## src/hw/rtl/gsr_pkg.sv

```systemverilog
package gsr_pkg;

    localparam int GlyphBits = 15;
    localparam int XW = 10;
    localparam int YW = 9;
    localparam int ColorW = 16;

    localparam logic [7:0] CHAR_ZERO   = 8'h30;
    localparam logic [7:0] CHAR_NINE   = 8'h39;
    localparam logic [7:0] CHAR_COLON  = 8'h3A;
    localparam logic [7:0] CHAR_HYPHEN = 8'h2D;

    localparam logic [GlyphBits-1:0] GLYPH_ROM [12] = '{
        15'h7B6F, 15'h2C97, 15'h73E7, 15'h73CF, 15'h5BC9, 15'h79CF,
        15'h79EF, 15'h7292, 15'h7BEF, 15'h7BCF, 15'h0410, 15'h01C0
    };

    typedef struct packed {
        logic [GlyphBits-1:0] bits;
        logic [XW-1:0]        base_x;
        logic [YW-1:0]        base_y;
        logic [ColorW-1:0]    color;
    } t_work;

    typedef struct packed {
        logic [XW-1:0]     x;
        logic [YW-1:0]     y;
        logic [ColorW-1:0] color;
        logic              last;
    } t_pixel;

    // glyph word for a character, zero for anything that does not draw
    function automatic logic [GlyphBits-1:0] glyph_bits(input logic [7:0] code);
        logic [GlyphBits-1:0] g;
        logic [7:0]           ofs;
        ofs = code - CHAR_ZERO;
        case (code) inside
            [CHAR_ZERO:CHAR_NINE]: g = GLYPH_ROM[ofs[3:0]];
            CHAR_COLON:            g = GLYPH_ROM[10];
            CHAR_HYPHEN:           g = GLYPH_ROM[11];
            default:               g = '0;
        endcase
        return g;
    endfunction

    // bit 14 is the top-left cell, scan runs row by row
    function automatic logic [2:0] cell_row(input logic [3:0] bit_idx);
        logic [2:0] r;
        case (bit_idx) inside
            4'd14, 4'd13, 4'd12: r = 3'd0;
            4'd11, 4'd10, 4'd9:  r = 3'd1;
            4'd8, 4'd7, 4'd6:    r = 3'd2;
            4'd5, 4'd4, 4'd3:    r = 3'd3;
            default:             r = 3'd4;
        endcase
        return r;
    endfunction

    function automatic logic [1:0] cell_col(input logic [3:0] bit_idx);
        logic [1:0] c;
        case (bit_idx) inside
            4'd14, 4'd11, 4'd8, 4'd5, 4'd2: c = 2'd0;
            4'd13, 4'd10, 4'd7, 4'd4, 4'd1: c = 2'd1;
            default:                        c = 2'd2;
        endcase
        return c;
    endfunction

endpackage

```

## src/hw/rtl/gsr_fifo.sv

```systemverilog
module gsr_fifo #(
    parameter int WIDTH = 8,
    parameter int DEPTH = 2
) (
    input  logic             i_clk,
    input  logic             i_rst_n,
    input  logic             i_push,
    input  logic [WIDTH-1:0] i_data,
    input  logic             i_pop,
    output logic [WIDTH-1:0] o_data,
    output logic             o_full,
    output logic             o_empty
);

    localparam int AW = (DEPTH > 1) ? $clog2(DEPTH) : 1;
    localparam int CW = $clog2(DEPTH + 1);
    localparam logic [AW-1:0] LastPtr = AW'(DEPTH - 1);
    localparam logic [CW-1:0] Full = CW'(DEPTH);

    logic [WIDTH-1:0] r_mem [DEPTH];
    logic [AW-1:0]    r_wr_ptr, r_rd_ptr;
    logic [CW-1:0]    r_count;
    logic             wr, rd;

    assign o_full  = (r_count == Full);
    assign o_empty = (r_count == '0);
    assign wr      = i_push && !o_full;
    assign rd      = i_pop && !o_empty;
    assign o_data  = r_mem[r_rd_ptr];

    always_ff @(posedge i_clk) begin
        if (!i_rst_n) begin
            r_wr_ptr <= '0;
            r_rd_ptr <= '0;
            r_count  <= '0;
        end else begin
            if (wr) begin
                r_wr_ptr <= (r_wr_ptr == LastPtr) ? '0 : r_wr_ptr + 1'b1;
            end
            if (rd) begin
                r_rd_ptr <= (r_rd_ptr == LastPtr) ? '0 : r_rd_ptr + 1'b1;
            end
            if (wr && !rd) begin
                r_count <= r_count + 1'b1;
            end else if (rd && !wr) begin
                r_count <= r_count - 1'b1;
            end
        end
    end

    always_ff @(posedge i_clk) begin
        if (wr) begin
            r_mem[r_wr_ptr] <= i_data;
        end
    end

endmodule

```

## src/hw/rtl/gsr_front.sv

```systemverilog
module gsr_front
    import gsr_pkg::*;
#(
    parameter int MAX_CHARS = 64
) (
    input  logic        i_clk,
    input  logic        i_rst_n,
    input  logic        i_accept,
    input  logic [7:0]  i_char_code,
    input  logic        i_first_char,
    input  logic [7:0]  i_start_x,
    input  logic [7:0]  i_start_y,
    input  logic [15:0] i_pixel_color,
    output logic        o_work_push,
    output t_work       o_work
);

    localparam int PW = $clog2(MAX_CHARS + 1);
    localparam logic [PW-1:0] MaxPos = PW'(MAX_CHARS);

    logic [7:0]    r_origin_col, r_origin_row;
    logic [PW-1:0] r_char_pos;
    logic [7:0]    n_origin_col, n_origin_row;
    logic [PW-1:0] n_char_pos;

    logic [7:0]           col, row;
    logic [PW-1:0]        pos;
    logic                 drop;
    logic [GlyphBits-1:0] bits;
    logic [XW-1:0]        pos_x;

    always_comb begin
        col   = i_first_char ? i_start_x : r_origin_col;
        row   = i_first_char ? i_start_y : r_origin_row;
        pos   = i_first_char ? '0 : r_char_pos;
        drop  = (pos >= MaxPos);
        bits  = glyph_bits(i_char_code);
        pos_x = XW'(pos) << 2;

        n_origin_col = r_origin_col;
        n_origin_row = r_origin_row;
        n_char_pos   = r_char_pos;
        if (i_accept) begin
            n_origin_col = col;
            n_origin_row = row;
            n_char_pos   = drop ? pos : pos + 1'b1;
        end

        o_work_push   = i_accept && !drop && (bits != '0);
        o_work.bits   = bits;
        o_work.base_x = {{(XW-8){col[7]}}, col} + pos_x;
        o_work.base_y = {{(YW-8){row[7]}}, row};
        o_work.color  = i_pixel_color;
    end

    always_ff @(posedge i_clk) begin
        if (!i_rst_n) begin
            r_origin_col <= '0;
            r_origin_row <= '0;
            r_char_pos   <= '0;
        end else begin
            r_origin_col <= n_origin_col;
            r_origin_row <= n_origin_row;
            r_char_pos   <= n_char_pos;
        end
    end

endmodule

```

## src/hw/rtl/gsr_back.sv

```systemverilog
module gsr_back
    import gsr_pkg::*;
(
    input  logic   i_clk,
    input  logic   i_rst_n,
    input  logic   i_work_empty,
    input  t_work  i_work,
    output logic   o_work_pop,
    input  logic   i_pix_full,
    output logic   o_pix_push,
    output t_pixel o_pix
);

    logic                 r_busy;
    logic [GlyphBits-1:0] r_mask;
    t_work                r_work;
    logic                 n_busy;
    logic [GlyphBits-1:0] n_mask;

    logic [3:0]           hi_idx;
    logic [GlyphBits-1:0] rest;
    logic                 emit, last;

    always_comb begin
        hi_idx = '0;
        for (int i = 0; i < GlyphBits; i++) begin
            if (r_mask[i]) begin
                hi_idx = 4'(i);
            end
        end
        rest = r_mask & ~(GlyphBits'(1) << hi_idx);
        last = (rest == '0);
        emit = r_busy && !i_pix_full;

        o_pix_push  = emit;
        o_pix.x     = r_work.base_x + XW'(cell_col(hi_idx));
        o_pix.y     = r_work.base_y + YW'(cell_row(hi_idx));
        o_pix.color = r_work.color;
        o_pix.last  = last;

        o_work_pop = !i_work_empty && (!r_busy || (emit && last));

        n_busy = r_busy;
        n_mask = r_mask;
        if (o_work_pop) begin
            n_busy = 1'b1;
            n_mask = i_work.bits;
        end else if (emit) begin
            n_busy = !last;
            n_mask = rest;
        end
    end

    always_ff @(posedge i_clk) begin
        if (!i_rst_n) begin
            r_busy <= 1'b0;
            r_mask <= '0;
        end else begin
            r_busy <= n_busy;
            r_mask <= n_mask;
        end
    end

    always_ff @(posedge i_clk) begin
        if (o_work_pop) begin
            r_work <= i_work;
        end
    end

endmodule

```

## src/hw/rtl/glyph_string_rasterizer_3x5.sv

```systemverilog
// Draws strings in a 3x5 bitmap font, one character per item. An item with
// first_char set latches the origin and restarts the position; every later
// character sits 4 columns to the right. Digits, colon and hyphen produce one
// pixel per lit cell (up to 13), top row first, left to right, with
// last_pixel marking the final one. Other codes produce nothing but still
// advance; characters past MAX_CHARS are dropped. Items are taken one per
// cycle while the two-entry glyph queue has room; the pixel scanner then
// emits one pixel per cycle while the pixel queue has room. Digit 1 has 8
// lit cells, digit 8 has 13. An item's first pixel passes the glyph queue,
// the scanner registers and the pixel queue on its way to the result ports.
module glyph_string_rasterizer_3x5
    import gsr_pkg::*;
#(
    parameter int MAX_CHARS = 64
) (
    input  logic               i_clk,
    input  logic               i_rst_n,
    input  logic               push,
    output logic               full,
    input  logic [7:0]         i_char_code,
    input  logic               i_first_char,
    input  logic signed [7:0]  i_start_x,
    input  logic signed [7:0]  i_start_y,
    input  logic [15:0]        i_pixel_color,
    output logic               empty,
    input  logic               pop,
    output logic signed [9:0]  o_pixel_x,
    output logic signed [8:0]  o_pixel_y,
    output logic [15:0]        o_color_out,
    output logic               o_last_pixel
);

    localparam int WorkDepth = 2;
    localparam int PixDepth  = 2;

    t_work  work_in, work_out;
    t_pixel pix_in, pix_out;
    logic   work_push, work_pop, work_full, work_empty;
    logic   pix_push, pix_full;

    assign full = work_full;

    gsr_front #(
        .MAX_CHARS(MAX_CHARS)
    ) u_front (
        .i_clk        (i_clk),
        .i_rst_n      (i_rst_n),
        .i_accept     (push && !work_full),
        .i_char_code  (i_char_code),
        .i_first_char (i_first_char),
        .i_start_x    (i_start_x),
        .i_start_y    (i_start_y),
        .i_pixel_color(i_pixel_color),
        .o_work_push  (work_push),
        .o_work       (work_in)
    );

    gsr_fifo #(
        .WIDTH($bits(t_work)),
        .DEPTH(WorkDepth)
    ) u_work_q (
        .i_clk  (i_clk),
        .i_rst_n(i_rst_n),
        .i_push (work_push),
        .i_data (work_in),
        .i_pop  (work_pop),
        .o_data (work_out),
        .o_full (work_full),
        .o_empty(work_empty)
    );

    gsr_back u_back (
        .i_clk       (i_clk),
        .i_rst_n     (i_rst_n),
        .i_work_empty(work_empty),
        .i_work      (work_out),
        .o_work_pop  (work_pop),
        .i_pix_full  (pix_full),
        .o_pix_push  (pix_push),
        .o_pix       (pix_in)
    );

    gsr_fifo #(
        .WIDTH($bits(t_pixel)),
        .DEPTH(PixDepth)
    ) u_pix_q (
        .i_clk  (i_clk),
        .i_rst_n(i_rst_n),
        .i_push (pix_push),
        .i_data (pix_in),
        .i_pop  (pop),
        .o_data (pix_out),
        .o_full (pix_full),
        .o_empty(empty)
    );

    assign o_pixel_x    = pix_out.x;
    assign o_pixel_y    = pix_out.y;
    assign o_color_out  = pix_out.color;
    assign o_last_pixel = pix_out.last;

endmodule

```

## config.mk

```make
export PLATFORM = sky130hd
export DESIGN_NAME = glyph_string_rasterizer_3x5
export DESIGN_NICKNAME = d
export VERILOG_FILES = /design/src/hw/rtl/gsr_pkg.sv /design/src/hw/rtl/gsr_fifo.sv /design/src/hw/rtl/gsr_front.sv /design/src/hw/rtl/gsr_back.sv /design/src/hw/rtl/glyph_string_rasterizer_3x5.sv
export SDC_FILE = /design/constraint.sdc
export NUM_CORES = 1
export LEC_CHECK = 0
export ABC_AREA = 1
export BUFFER_PORTS_ARGS = -buffer_cell sky130_fd_sc_hd__buf_4
export CAP_MARGIN = 10
export CELL_PAD_IN_SITES_DETAIL_PLACEMENT = 1
export CELL_PAD_IN_SITES_GLOBAL_PLACEMENT = 1
export CORE_UTILIZATION = 44
export DETAILED_ROUTE_END_ITERATION = 16
export PLACE_DENSITY = 0.84
export SKIP_LAST_GASP = 1
export SLEW_MARGIN = 20
export SYNTH_ARGS = -nofsm -noshare
export SYNTH_HDL_FRONTEND = slang
export SYNTH_SLANG_ARGS = --single-unit
export TNS_END_PERCENT = 1
```

## constraint.sdc

```tcl
create_clock -name i_clk -period 3.7 [get_ports i_clk]
set_input_delay 0.185 -clock i_clk [delete_from_list [all_inputs] [get_ports i_clk]]
set_output_delay 0.185 -clock i_clk [all_outputs]
set_load 0.01 [all_outputs]
```

==> flow_metrics.env <==
export IMPL_status="completed"
export IMPL_place_gp_congestion=0.8412
export IMPL_cp_max_fo=9
export IMPL_die_x_um=156.2
export IMPL_placed_area_um2=11460
export IMPL_yosysSeqAreaShare_pct=66.20
export IMPL_power_density_nw_per_um2=836.9
export IMPL_grtUsageMet1_pct=23.78
export IMPL_antenna_found_initial=0
export IMPL_clockRootBuffer="clkbuf_16"
export IMPL_routed_wirelength_mm=24.08
export IMPL_synthesis_nets=908
export IMPL_clk_pin_slew_ns=0.06
export IMPL_clk_latency_ns=0.52
export IMPL_dp_worst_setup_slack_ns=0.2947
export IMPL_finalPower_w=0.01044
export IMPL_ctsHtreeMaxLevel=1
export IMPL_postSynthCellCount=841
export IMPL_worstPathRequired_ns=3.96
export IMPL_start_kind="flip-flop"
export IMPL_antennaDiodeCount=0
export IMPL_drt_antenna_violating_nets=0
export IMPL_core_um2=23400
export IMPL_fin_worst_skew_ns=0.01600
export IMPL_cts_tree="done"
export IMPL_grt_pass1_vias=7178
export IMPL_design_area_um2=12480
export IMPL_hpwl_mm=15.92
export IMPL_synth_seq_cells=247
export IMPL_postSynthAreaPerCell_um2=12.44
export IMPL_cp_arrival_ns=3.56
export IMPL_io_pins=83
export IMPL_synth_top_area_share_pct=56.83
export IMPL_peakVddDrop_v=0.0004454
export IMPL_gr_total_overflow=0
export IMPL_fill_cells=2442
export IMPL_final_cell_mix="edfxtp_1 (198), inv_1 (95), buf_4 (89), nand2_1 (83), mux2_2 (82)"
export IMPL_crit_family="simple AND/OR/NAND/NOR gates"
export IMPL_ys_top_cells_by_area="edfxtp_1 (57%), dfxtp_1 (9.4%), mux2_2 (8.8%)"
export IMPL_drc=0
export IMPL_tightest_slew_ns=0.9617
export IMPL_fin_nets=1017
export IMPL_grt_pass1_wl_mm=38.34
export IMPL_area_growth_synth_to_final_pct=19.27
export IMPL_crit_slowest_cell="fa_1"
export IMPL_drtIter0Drc=228
export IMPL_dr_pass1_iters=4
export IMPL_drive_above_1_share_pct=24.15
export IMPL_routedWlPerCell_um=18.69
export IMPL_setup_slack_ns=0.4025
export IMPL_start_util_pct=44.71
export IMPL_leakagePower_nw=4.674
export IMPL_crit_path_end_kind="flip-flop"
export IMPL_rows=56
export IMPL_grt_max_degree=43
export IMPL_rsz0062_at_grt="no"
export IMPL_cts_sinks=247
export IMPL_syn_area_um2=10460
export IMPL_drv_slew=0
export IMPL_hold_path_class="primary input to flip-flop"
export IMPL_slowest_delay_ns=0.48
export IMPL_grt_use_met2_pct=38.99
export IMPL_min_period_over_period_pct=89.12
export IMPL_ys_types=39
export IMPL_post_drt_via_cell_ratio=5.159
export IMPL_port_buffers=82
export IMPL_use_met3_pct=2.583
export IMPL_die_h_um=156.2
export IMPL_gr_max_usage_layer="met2"
export IMPL_crit_type="flip-flop to flip-flop"
export IMPL_yosys_warnings=0
export IMPL_setup_viol=0
export IMPL_maxCapViolCount=0
export IMPL_clk_path_buf_depth=3
export IMPL_numCtsBuffers=26
export IMPL_report_final_hold_viol_count=0
export IMPL_path_buf_inv=2
export IMPL_holdWs_ns=0.04317
export IMPL_period_needed_ns=3.297
export IMPL_cts_setup_buffers=0
export IMPL_grt_use_total_pct=20.45
export IMPL_layout_commonest_cell="edfxtp_1"
export IMPL_slew_headroom_pct=35.88
export IMPL_via_count=6645
export IMPL_synth_area_leader_cell="edfxtp_1"
export IMPL_max_freq_ghz=0.3033
export IMPL_crit_chain="nor2_1, o21ai_0, nand3_1, nand2_1, nand3_1, nand3_2, nand2_4, inv_2, nand4_1, nand2_1, nor2_1, nand3_1, nor4_2, inv_1, fa_1, nor4_2, nand2_1, xnor2_1"
export IMPL_dieArea_um2=24400
==> Yosys cell counts, drive strengths merged <==
cell type and number:
nor2 65, nor3 9, a221oi 2, o21ai 71, xnor2 7, dfxtp 49, nor3b 2, nand3 29
nand2 90, inv 99, xor2 14, and3 1, a31oi 4, a21oi 50, fa 3, edfxtp 198
a211oi 2, ha 19, or2 1, nand4 10, nor4 5, o31ai 1, mux2 82, buf 10
a311oi 1, o22ai 2, clkinv 1, clkbuf 14
==> worst reg2reg max path, stage by stage, from the launching register on <==
cell and delay, ns:
dfxtp_1 0.33, nor2_1 0.14, o21ai_0 0.10, nand3_1 0.08, nand2_1 0.05, nand3_1 0.08
nand3_2 0.10, nand2_4 0.12, inv_2 0.08, nand4_1 0.15, nand2_1 0.10, nor2_1 0.09
nand3_1 0.12, nor4_2 0.27, inv_1 0.11, fa_1 0.48, nor4_2 0.38, nand2_1 0.11
xnor2_1 0.16
==> stage by stage <==
stage / setup TNS (ns) / util (%) / cells
6_report: 0 / 53.32 / 1288
5_1_grt: 0 / 53.32 / 1288
4_1_cts: 0 / 53.27 / 1288
3_5_place_dp: 0 / 48.98 / 1225
3_3_place_gp: 0 / 48.98 / 1225
2_1_floorplan: -1.239 / - / 841
==> report_power, final <==
part | total, W | internal [W] | switching (W)
Clock | 0.00258 | 0.00152 | 0.00106
Sequential | 0.00438 | 0.00397 | 0.000409
Combinational | 0.00349 | 0.00136 | 0.00213
Total | 0.0104 | 0.00685 | 0.00360
==> timing repair <==
item / in CTS / in global routing
endpoints found under the setup margin: 0 / 2
hold endpoints to repair: 32 / 0
hold buffers: 16 / 0
resized for setup: 0 / 2
==> path summary, 6_finish.rpt <==
kind / depth (start not counted) / endpoint / start / slack [ns]
min: 3 / u_work_q.r_mem[0][24] / i_start_y[7] / 0.04
max: 18 / u_pix_q.r_mem[1][34] / u_back.r_mask[4] / 0.40
min reg2reg: 2 / u_front.r_origin_col[4] / u_front.r_origin_col[4] / 0.45
max reg2reg: 18 / u_pix_q.r_mem[1][34] / u_back.r_mask[4] / 0.40
==> cell families (layout without fill, tap and decap cells) <==
| logic type | after synthesis | after routing | synth area share, % |
|---|---|---|---|
| AO/OA/AOI/OAI | 133 | 133 | 6.613 |
| XOR/XNOR | 21 | 21 | 1.758 |
| adder cells (fa/ha/maj) | 22 | 22 | 2.846 |
| buffers and inverters | 124 | 252 | 4.556 |
| flip-flops | 247 | 247 | 66.20 |
| multiplexers | 82 | 82 | 8.826 |
| AND/OR/NAND/NOR | 212 | 212 | 9.196 |
==> layout make-up <==
class | count | area (µm²) | share of cell area, %
sequential | 247 | 6929 | 55.53
inverter | 100 | 377.9 | 3.028
timing repair buffer | 105 | 828.3 | 6.638
multi-input combinational | 470 | 3102 | 24.86
clock buffer | 35 | 725.7 | 5.816
tap | 319 | 399.1 | 3.199
clock inverter | 12 | 116.4 | 0.9325
==> routing by layer <==
layer,vias to the layer above,wire [µm]
li1,3182,-
met1,3294,9770
met2,136,13070
met3,33,679
met4,0,555
met5,-,0
==> state kept, by name, summed over array words and instances, names as in the netlist, 2 cells and up, named ones only <==
name	cells
u_front.r_char_pos	7
u_pix_q.r_count	2
u_pix_q.r_mem	72
u_work_q.r_mem	92
u_back.r_work	18
u_front.r_origin_col	8
u_work_q.r_count	2
u_back.r_mask	15
u_back.o_pix	16
u_front.r_origin_row	8
Note: power is estimated with default switching activity, not from simulation.
